[config.mk]
export PLATFORM = sky130hd
export DESIGN_NAME = decimal_byte_list_parser
export DESIGN_NICKNAME = d
export VERILOG_FILES = /design/src/design/dbl_pkg.sv /design/src/design/dbl_step.sv /design/src/design/decimal_byte_list_parser.sv
export SDC_FILE = /design/constraint.sdc
export NUM_CORES = 1
export LEC_CHECK = 0
export ABC_CLOCK_PERIOD_IN_PS = 13700
export BUFFER_PORTS_ARGS = -buffer_cell sky130_fd_sc_hd__clkbuf_2
export CAP_MARGIN = 10
export CELL_PAD_IN_SITES_DETAIL_PLACEMENT = 0
export CELL_PAD_IN_SITES_GLOBAL_PLACEMENT = 1
export CORE_ASPECT_RATIO = 0.8
export CORE_UTILIZATION = 50
export DETAILED_ROUTE_END_ITERATION = 10
export PLACE_DENSITY_LB_ADDON = 0.1
export SLEW_MARGIN = 20
export SYNTH_ARGS = -nofsm -noshare
export SYNTH_HDL_FRONTEND = slang
export SYNTH_SLANG_ARGS = --single-unit
[constraint.sdc]
create_clock -name aclk -period 13.7 [get_ports aclk]
set_clock_uncertainty 0.1 [all_clocks]
set_input_delay 0.685 -clock aclk [delete_from_list [all_inputs] [get_ports aclk]]
set_output_delay 0.685 -clock aclk [all_outputs]
set_load 0.1 [all_outputs]
[src/design/dbl_pkg.sv]
// Shared types and constants for the decimal byte list parser.
`default_nettype none
package dbl_pkg;

    localparam int MAX_BYTES_DEF = 4096;
    localparam int ACC_W         = 9;
    localparam int BYTE_CNT_W    = 13;

    localparam logic [7:0] CHAR_NUL   = 8'h00;
    localparam logic [7:0] CHAR_TAB   = 8'h09;
    localparam logic [7:0] CHAR_CR    = 8'h0D;
    localparam logic [7:0] CHAR_SPACE = 8'h20;
    localparam logic [7:0] CHAR_PLUS  = 8'h2B;
    localparam logic [7:0] CHAR_COMMA = 8'h2C;
    localparam logic [7:0] CHAR_MINUS = 8'h2D;
    localparam logic [7:0] CHAR_ZERO  = 8'h30;
    localparam logic [7:0] CHAR_NINE  = 8'h39;
    localparam logic [7:0] CHAR_LT    = 8'h3C;
    localparam logic [7:0] CHAR_GT    = 8'h3E;

    localparam logic [ACC_W-1:0] ACC_SAT  = 9'd256;
    localparam logic [ACC_W-1:0] BYTE_MAX = 9'd255;

    typedef enum logic [2:0] {
        PH_LEAD,
        PH_EMPTY,
        PH_SPACE,
        PH_SIGN,
        PH_DIGITS,
        PH_TRAIL
    } phase_t;

    typedef struct packed {
        phase_t             phase;
        logic [ACC_W-1:0]   acc;
        logic               neg;
        logic               digit_seen;
        logic               err;
        logic               nul;
    } dbl_state_t;

    typedef struct packed {
        logic                  byte_valid;
        logic [7:0]            byte_value;
        logic                  done_res;
        logic                  parse_error;
        logic [BYTE_CNT_W-1:0] byte_count;
    } dbl_result_t;

endpackage
`default_nettype wire

[src/design/dbl_step.sv]
// One-character parser step: next state, next count and the result item.
`default_nettype none
module dbl_step #(
    parameter int MAX_BYTES = dbl_pkg::MAX_BYTES_DEF,
    parameter int CNT_W     = $clog2(MAX_BYTES + 1)
) (
    input  wire logic [7:0]       text_char,
    input  wire logic             last,
    input  wire dbl_pkg::dbl_state_t st,
    input  wire logic [CNT_W-1:0] count,
    output dbl_pkg::dbl_state_t   st_next,
    output logic [CNT_W-1:0]      count_next,
    output logic                  has_result,
    output dbl_pkg::dbl_result_t  result
);

    localparam logic [CNT_W-1:0] MAX_CNT = CNT_W'(MAX_BYTES);

    logic              is_bracket;
    logic              is_space;
    logic              is_digit;
    logic [3:0]        digit;
    logic [11:0]       acc_sum;
    logic [dbl_pkg::ACC_W-1:0] acc_dig;
    logic              fin_tok;
    logic              tok_ok;
    logic              emit;
    logic [7:0]        val;
    dbl_pkg::dbl_state_t s;

    always_comb begin
        is_bracket = (text_char == dbl_pkg::CHAR_LT) || (text_char == dbl_pkg::CHAR_GT);
        is_space   = (text_char == dbl_pkg::CHAR_SPACE) ||
                     ((text_char >= dbl_pkg::CHAR_TAB) && (text_char <= dbl_pkg::CHAR_CR));
        is_digit   = (text_char >= dbl_pkg::CHAR_ZERO) && (text_char <= dbl_pkg::CHAR_NINE);
        digit      = 4'(text_char - dbl_pkg::CHAR_ZERO);
        acc_sum    = {3'b000, st.acc} * 12'd10 + {8'h00, digit};
        acc_dig    = (acc_sum > {3'b000, dbl_pkg::ACC_SAT}) ? dbl_pkg::ACC_SAT
                                                           : acc_sum[dbl_pkg::ACC_W-1:0];

        s       = st;
        fin_tok = 1'b0;

        if (!st.err && !st.nul) begin
            if (s.phase == dbl_pkg::PH_LEAD && !is_bracket) begin
                s.phase = dbl_pkg::PH_EMPTY;
            end
            case (s.phase)
                dbl_pkg::PH_LEAD: begin
                end
                dbl_pkg::PH_EMPTY, dbl_pkg::PH_SPACE: begin
                    if (is_space) begin
                        s.phase = dbl_pkg::PH_SPACE;
                    end else if (text_char == dbl_pkg::CHAR_PLUS ||
                                 text_char == dbl_pkg::CHAR_MINUS) begin
                        s.neg   = (text_char == dbl_pkg::CHAR_MINUS);
                        s.phase = dbl_pkg::PH_SIGN;
                    end else if (is_digit) begin
                        s.acc        = acc_dig;
                        s.digit_seen = 1'b1;
                        s.phase      = dbl_pkg::PH_DIGITS;
                    end else if (text_char == dbl_pkg::CHAR_NUL &&
                                 s.phase == dbl_pkg::PH_EMPTY) begin
                        s.nul = 1'b1;
                    end else if (is_bracket && s.phase == dbl_pkg::PH_EMPTY) begin
                        s.phase = dbl_pkg::PH_TRAIL;
                    end else begin
                        s.err = 1'b1;
                    end
                end
                dbl_pkg::PH_SIGN: begin
                    if (is_digit) begin
                        s.acc        = acc_dig;
                        s.digit_seen = 1'b1;
                        s.phase      = dbl_pkg::PH_DIGITS;
                    end else begin
                        s.err = 1'b1;
                    end
                end
                dbl_pkg::PH_DIGITS: begin
                    if (is_digit) begin
                        s.acc        = acc_dig;
                        s.digit_seen = 1'b1;
                    end else if (text_char == dbl_pkg::CHAR_COMMA) begin
                        fin_tok = 1'b1;
                    end else if (text_char == dbl_pkg::CHAR_NUL) begin
                        fin_tok = 1'b1;
                        s.nul   = 1'b1;
                    end else if (is_bracket) begin
                        s.phase = dbl_pkg::PH_TRAIL;
                    end else begin
                        s.err = 1'b1;
                    end
                end
                default: begin
                    if (!is_bracket) begin
                        s.err = 1'b1;
                    end
                end
            endcase
        end

        // End of string closes an open token, or flags a dangling sign or space.
        if (last && !fin_tok && !s.err && !s.nul) begin
            if (s.phase == dbl_pkg::PH_DIGITS ||
                (s.phase == dbl_pkg::PH_TRAIL && s.digit_seen)) begin
                fin_tok = 1'b1;
            end else if (s.phase == dbl_pkg::PH_SPACE || s.phase == dbl_pkg::PH_SIGN) begin
                s.err = 1'b1;
            end
        end

        tok_ok     = !(s.neg && s.acc != '0) && (s.acc <= dbl_pkg::BYTE_MAX) &&
                     (count < MAX_CNT);
        emit       = fin_tok && tok_ok;
        val        = s.acc[7:0];
        count_next = count;
        if (fin_tok) begin
            s.acc        = '0;
            s.neg        = 1'b0;
            s.digit_seen = 1'b0;
            s.phase      = dbl_pkg::PH_EMPTY;
            if (tok_ok) begin
                count_next = count + CNT_W'(1);
            end else begin
                s.err = 1'b1;
            end
        end

        has_result         = emit || last;
        result.byte_valid  = emit;
        result.byte_value  = emit ? val : 8'h00;
        result.done_res    = last;
        result.parse_error = s.err;
        result.byte_count  = dbl_pkg::BYTE_CNT_W'(count_next);

        // Return to the reset state after the last character of a string.
        if (last) begin
            s.phase      = dbl_pkg::PH_LEAD;
            s.acc        = '0;
            s.neg        = 1'b0;
            s.digit_seen = 1'b0;
            s.err        = 1'b0;
            s.nul        = 1'b0;
            count_next   = '0;
        end
        st_next = s;
    end

endmodule
`default_nettype wire

[src/design/decimal_byte_list_parser.sv]
// Top level of the decimal byte list parser: stream ports, state and output buffer.
//
// Usage: feed the text of a term such as <<24,1,240>> one character per item on
// the s_ channel, s_tdata holding the character and s_tlast marking the final
// character of the string. A result item leaves on the m_ channel whenever a
// valid byte token completes (at a comma, a NUL or the end of the string) and always
// for the final character; other characters give no result.
// Output: a result is registered in the result register, or in the skid register
// while the result register is held, and is presented on m_tvalid from there.
// Throughput: one character per cycle while s_tready is high. The per-character
// work is a single accumulate-by-ten and a few compares in dbl_step, between the
// state registers and the result register.
// Stalls: a two-entry output buffer (result register plus skid register) lets
// the block keep accepting while one result waits; s_tready drops only when
// both entries are full.
// Reset: aresetn (synchronous, active low) returns the parser to the leading
// bracket skip with zero count and no error, and empties the output buffer.
// After the final character of each string the parser state returns to reset.
// Error and byte count are reported per string; errors are sticky within it.
`default_nettype none
module decimal_byte_list_parser #(
    parameter int MAX_BYTES = dbl_pkg::MAX_BYTES_DEF
) (
    input  wire logic        aclk,
    input  wire logic        aresetn,
    input  wire logic        s_tvalid,
    output logic             s_tready,
    input  wire logic [7:0]  s_tdata,   // [7:0] text_char
    input  wire logic        s_tlast,   // last
    output logic             m_tvalid,
    input  wire logic        m_tready,
    output logic [23:0]      m_tdata,   // [7:0] byte_value, [8] parse_error,
                                        // [21:9] byte_count, [23:22] zero
    output logic             m_tuser,   // byte_valid
    output logic             m_tlast    // done_res
);

    localparam int CNT_W = $clog2(MAX_BYTES + 1);

    dbl_pkg::dbl_state_t  st_reg;
    dbl_pkg::dbl_state_t  st_next;
    logic [CNT_W-1:0]     count_reg;
    logic [CNT_W-1:0]     count_next;
    logic                 has_result;
    dbl_pkg::dbl_result_t result;

    dbl_pkg::dbl_result_t out_reg;
    logic                 out_valid_reg;
    dbl_pkg::dbl_result_t skid_reg;
    logic                 skid_valid_reg;

    logic                 accept;
    logic                 pop;
    logic                 push;

    dbl_step #(
        .MAX_BYTES (MAX_BYTES),
        .CNT_W     (CNT_W)
    ) u_step (
        .text_char  (s_tdata),
        .last       (s_tlast),
        .st         (st_reg),
        .count      (count_reg),
        .st_next    (st_next),
        .count_next (count_next),
        .has_result (has_result),
        .result     (result)
    );

    // Take a character whenever the skid entry is free.
    assign s_tready = !skid_valid_reg;
    assign accept   = s_tvalid && s_tready;
    assign pop      = out_valid_reg && m_tready;
    assign push     = accept && has_result;

    always_ff @(posedge aclk) begin
        if (!aresetn) begin
            st_reg.phase      <= dbl_pkg::PH_LEAD;
            st_reg.acc        <= '0;
            st_reg.neg        <= 1'b0;
            st_reg.digit_seen <= 1'b0;
            st_reg.err        <= 1'b0;
            st_reg.nul        <= 1'b0;
            count_reg         <= '0;
        end else if (accept) begin
            st_reg    <= st_next;
            count_reg <= count_next;
        end
    end

    // Output buffer: drain skid into the result register first, else load new results.
    always_ff @(posedge aclk) begin
        if (!aresetn) begin
            out_valid_reg  <= 1'b0;
            skid_valid_reg <= 1'b0;
        end else if (skid_valid_reg) begin
            if (pop) begin
                out_reg        <= skid_reg;
                skid_valid_reg <= 1'b0;
            end
        end else if (push) begin
            if (!out_valid_reg || pop) begin
                out_reg       <= result;
                out_valid_reg <= 1'b1;
            end else begin
                skid_reg       <= result;
                skid_valid_reg <= 1'b1;
            end
        end else if (pop) begin
            out_valid_reg <= 1'b0;
        end
    end

    assign m_tvalid = out_valid_reg;
    assign m_tdata  = {2'b00, out_reg.byte_count, out_reg.parse_error, out_reg.byte_value};
    assign m_tuser  = out_reg.byte_valid;
    assign m_tlast  = out_reg.done_res;

endmodule
`default_nettype wire
### After elaboration in Yosys (flattened, before gate mapping)

Cells that the tools add are included.

| word-level totals | value |
|---|---|
| logic and storage cells | 156 |
| output and inout port bits | 28 |
| input bits | 13 |
| flip-flop bits (word level) | 79 |

| operators by class | value |
|---|---|
| add/sub/neg operators | 3 |
| eq/ne operators | 16 |
| $mul | 1 |
| reduce and logical (&&, ||, !) cells | 45 |
| magnitude comparators | 7 |
| muxes and demuxes | 63 |
| bitwise logic cells | 2 |

Operators by type and width:

| kind | count |
|---|---|
| 24-bit 2-to-1 mux | 4 |
| 13-bit 2-to-1 mux | 4 |
| 8-bit by 6-bit == test with 1-bit output, second input constant | 6 |
| 3-bit 2-to-1 mux | 12 |
| 12-bit one-hot mux with 3 select lines | 1 |
| 16-bit 2-to-1 mux | 2 |
| 1-bit 2-to-1 mux | 28 |
| 9-bit 2-to-1 mux | 3 |
| 1-bit logical AND | 17 |
| 15-bit 2-to-1 mux | 1 |
| 13-bit by 1-bit adder with 13-bit output, second input constant | 1 |
| 13-bit less-than comparator, second input constant | 1 |
| 12-bit by 4-bit adder with 12-bit output | 1 |
| 3-bit by 2-bit == test with 1-bit output, second input constant | 4 |
| 12-bit by 9-bit greater-than comparator with 1-bit output, second input constant | 1 |
| 12-bit 2-to-1 mux | 1 |
| 9-bit by 3-bit multiplier with 11-bit output, second input constant | 1 |
| 3-bit == test, second input constant | 3 |
| 9-bit by 8-bit <= comparator with 1-bit output, second input constant | 1 |
| 1-bit zero test | 9 |
| 9-bit nonzero test | 1 |
| 8-bit by 4-bit greater-or-equal comparator with 1-bit output, second input constant | 1 |
| 8-bit by 6-bit greater-or-equal comparator with 1-bit output, second input constant | 1 |
| 8-bit by 4-bit <= comparator with 1-bit output, second input constant | 1 |
| other kinds (16) | 32 |

### Depth between registers and ports, before layout

| logic depth | value |
|---|---|
| depth in word-level cells | 25 |
| mapped depth | 14 |

### Cells and area by module

A second synthesis with hierarchy kept.

| second synthesis, totals | value |
|---|---|
| cells, all modules | 537 |
| area, all modules | 5210.0 µm² |

Modules (own cells, without submodules):

| module | instances | cells an instance | area an instance (µm²) | sequential area each (µm²) |
|---|---|---|---|---|
| decimal_byte_list_parser | 1 | 220 | 3066.7 | 2062.0 |
| dbl_step | 1 | 317 | 2143.3 | 0.0 |

### Least setup slack after synthesis

Ideal clock, no wire load.

| path | value |
|---|---|
| path kind | reg2reg |
| from | register st_reg[5] in the netlist's numbering |
| to | register skid_reg[0] in the netlist's numbering, enable pin |
| library setup time | 466 ps |
| data arrival time | 5489 ps |
| data required time | 13134 ps |
| stages on the path, launching flop included | 13 |
| setup slack | 7645 ps |
| cell sequence | dfxtp_1 ha_1 ha_1 fa_1 a211o_1 o21ai_1 xnor2_1 nand4_1 nor4_2 o211ai_2 a21oi_1 a21oi_1 nor4_1 |

| between the ends | value |
|---|---|
| longest elaborated chain between the ends | 18 |
| elaborated cells on any way between the ends | 20 |
| classes of those cells | add/sub (1); mul (1); order compare (2); mux (7); reduce/logical (9) |

RTL lines:

| what | RTL line | source |
|---|---|---|
| from (decl) | decimal_byte_list_parser.sv:40 | `dbl_pkg::dbl_state_t st_reg;` |
| from (signal assigned) | decimal_byte_list_parser.sv:86 | `st_reg <= st_next;` |
| 9-bit by 3-bit multiplier with 11-bit output | dbl_step.sv:37 | `acc_sum = {3'b000, st.acc} * 12'd10 + {8'h00, digit};` |
| 12-bit by 4-bit adder with 12-bit output | dbl_step.sv:37 |  |
| 12-bit by 9-bit greater-than comparator with 1-bit output | dbl_step.sv:38 | `acc_dig = (acc_sum > {3'b000, dbl_pkg::ACC_SAT}) ? dbl_pkg::ACC_SAT` |
| 9-bit 2-to-1 mux | dbl_step.sv:38 |  |
| 9-bit 2-to-1 mux | dbl_step.sv:58, dbl_step.sv:81 |  |
| 9-bit 2-to-1 mux | dbl_step.sv:54 | `end else if (text_char == dbl_pkg::CHAR_PLUS \|\|` |
| 13-bit 2-to-1 mux | dbl_step.sv:52 | `if (is_space) begin` |
| 12-bit one-hot mux with 3 select lines | dbl_step.sv:48 | `case (s.phase)` |
| 16-bit 2-to-1 mux (*) | dbl_step.sv:44 | `if (!st.err && !st.nul) begin` |
| branches (longest 3 deep; another with 9-bit by 8-bit <= comparator with 1-bit output) | - |  |
| 1-bit logical AND (*) (2 in series) | dbl_step.sv:113 | `tok_ok = !(s.neg && s.acc != '0) && (s.acc <= dbl_pkg::BYTE_MAX) &&` |
| 1-bit logical AND (*) | dbl_step.sv:115 | `emit = fin_tok && tok_ok;` |
| 1-bit logical OR (*) | dbl_step.sv:130 | `has_result = emit \|\| last;` |
| 1-bit logical AND (*) | decimal_byte_list_parser.sv:74 | `assign push = accept && has_result;` |
| 4-bit AND reduction (no source line) (*) | - |  |
| to (signal assigned) | decimal_byte_list_parser.sv:106 | `skid_reg <= result;` |
| to (decl) | decimal_byte_list_parser.sv:49 | `dbl_pkg::dbl_result_t skid_reg;` |

Mark *: on every way between the ends.
A chain may end at the register's enable or synchronous reset.

### Final worst setup path

| path | value |
|---|---|
| from | register st_reg[5] in the netlist's numbering |
| to | register skid_reg[13] in the netlist's numbering, enable pin |

The elaborated chain is that of the path after synthesis.

==> qor.yml <==
status: "complete, no violations"
setup_viol: 0
worst_slack_ns: 8.41
insertion_delay_ns: 0.34
gr-total-overflow: 0
path_delay_family: "compound AO/OA/AOI/OAI gates"
ys_seq_area_frac: 0.388
dieArea_um2: 11000
cp_cell_sequence: "ha_1, ha_1, fa_1, a211o_1, o21ai_1, xnor2_1, nand4_1, nor4_2, o211ai_2, a21oi_1, a21oi_1, nor4_2, buf_4"
diodes: 0
synth_edf_count: 48
ys_seq_elements: 79
worstPathMaxFanout: 13
synth_area_um2: 5310
final.setup.tns_ns: 0
area_delta_synth_final_pct: 10.4
tightest_slew_ns: 1.00
gr-usage-all-layers: 0.273
clk_pin_slew_ns: 0.06
drc: 0
synthArstFlopShare: 0
dr_total_vias: 4841
cts_sinks: 79
synth_cell_types: 86
crit_path_start_kind: "flip-flop"
r2r-start: "st_reg[5]"
antenna_found_initial: 0
postCtsSetupRepairBufs: 0
ys_top_cells_by_area: "edfxtp_1 (27%), dfxtp_1 (12%), nand2_1 (4.8%), nor2_1 (4.3%), ha_1 (4.2%)"
wl_per_cell_um: 18.2
ys_warn_count: 0
maxCapViolations: 0
yosysMostFrequentCell: "nand2_1"
fin_cells: 764
place_ws_ns: 8.49
ios: 41
rrSetupSlack_ns: 8.41
fin_crit_sh: 0.386
grt_max_degree: 35
cts_max_level: 3
report.final.slew_viol_count: 0
cts.hold.buffers_added: 0
yosys.area.top_type: "edfxtp_1"
wl_um: 13900
floorplan.rows: 33
vias_per_cell: 6.34
tritoncts: "yes"
min_to: "st_reg[2]"
cp.required_ns: 13.64
crit_path_end_kind: "flip-flop"
floorplan.initialDensity: 0.517
gp_routability_congestion: 0.852
ant_nets: 0
r2r-end: "skid_reg[13]"
hold_depth: 2
finalNetCount: 652
core-area_um2: 10300
utilization: 0.570
p_leak_nw: 2.12
total_power_mw: 0.552
fp.dieW_um: 117
cts_buffers: 9
cp.buffers_inverters: 1
drt_pass1_iterations: 5
hold_start: "st_reg[2]"
path_class: "reg2reg"
arrival_ns: 5.22
syn_avg_cell_area_um2: 8.81
nFillCells: 965
grt_pass1_vias: 4477
hold_class: "reg2reg"
ys.flop_type: "edfxtp_1"
yosys.area.top_type_share: 0.271
hold_viol_final: 0
power.density_nw_per_um2: 94.2
slew_headroom: 0.333
grt_pass1_wl_um: 23000
ys_top_cells_by_count: "nand2_1 (68), nor2_1 (61), edfxtp_1 (48)"
hpwlAfterDp_um: 10000
drt_iter0_drc: 396
syn_inst: 603
cpMaxStageDelayCell: "a21oi_1"
drive_gt1_frac: 0.127
rsz0062_at_grt: "no"
min_period_ns: 5.29
vdd_ir_drop_max_mv: 0.0693
cts-root-buf: "clkbuf_16"
fmax_mhz: 189
ctsResizeCount: 0
die_h_um: 94.2
portBuffers: 38
largest_register_ff_count: 24
critPathMaxStageDelay_ns: 0.85
clockBufferDepth: 2
post-place-cells: 748
reg2reg_depth: 13
==> how the worst max path moves through the flow <==
stage / from / endpoint / depth (start not counted)
finish: st_reg[5] / skid_reg[13] / 13
global route: st_reg[5] / skid_reg[1] / 13
CTS: st_reg[5] / skid_reg[1] / 13
detailed placement: st_reg[5] / skid_reg[13] / 13
global placement: st_reg[5] / skid_reg[13] / 13
floorplan: st_reg[5] / skid_reg[0] / 12
==> metrics by stage <==
step / hold slack [ns] / area (um^2)
after global placement: 0.366 / 5560
after global routing: 0.401 / 5860
after floorplan: 0.355 / 5320
after detailed placement: 0.373 / 5560
final: 0.383 / 5860
after CTS: 0.383 / 5860
==> layout make-up <==
class	count	area (um^2)	area share
clock inverters	7	80.1	0.0137
well taps	140	175	0.0299
repair buffers	45	243	0.0414
multi-input cells	469	3020	0.515
inverters	15	56.3	0.00961
flip-flops and latches	79	2060	0.352
clock buffers	9	225	0.0384
==> cells in the final DEF (no fill, tap or decap), drive strengths merged, types with 5 or more instances in the layout <==
master	count
edfxtp	48
nor2	61
or3	12
a31oi	18
dfxtp	31
xnor2	7
inv	16
ha	18
nor4	11
clkbuf	47
and2	6
o211ai	8
nand2	69
buf	7
nor2b	6
xor2	5
a2bb2oi	13
a211oi	8
o31ai	13
a21oi	30
nand4	15
and3	8
nand3	19
o21ai	31
a21o	7
nand2b	8
nor3	14
==> tightest hold or removal path, stage by stage (launching register included) <==
cell     delay, ns
dfxtp_1       0.31
o21ai_0       0.07
a21oi_1       0.06
==> power breakdown <==
part           total, mW  switching (mW)  internal, mW
registers          0.256         0.00225         0.254
logic             0.0518          0.0407        0.0111
clock network      0.244           0.101         0.144
==> per-layer routing <==
metal  routed length (um)  global-route usage  vias to the layer above
met5                    0                   0                        -
met4                  103              0.0475                        0
met3                  780              0.0523                       11
met2                 6110               0.413                      156
met1                 6920               0.403                     2328
li1                     -                   -                     2346
==> cell families after synthesis <==
logic type               share of synthesized area
AO/OA/AOI/OAI                                0.256
AND/OR/NAND/NOR                              0.231
multiplexers                               0.00424
adder cells (fa/ha/maj)                     0.0499
buffers and inverters                       0.0457
other                                     0.000706
XOR/XNOR                                    0.0243
flip-flops                                   0.388
No activity file was read; power rests on OpenSTA's default activity.
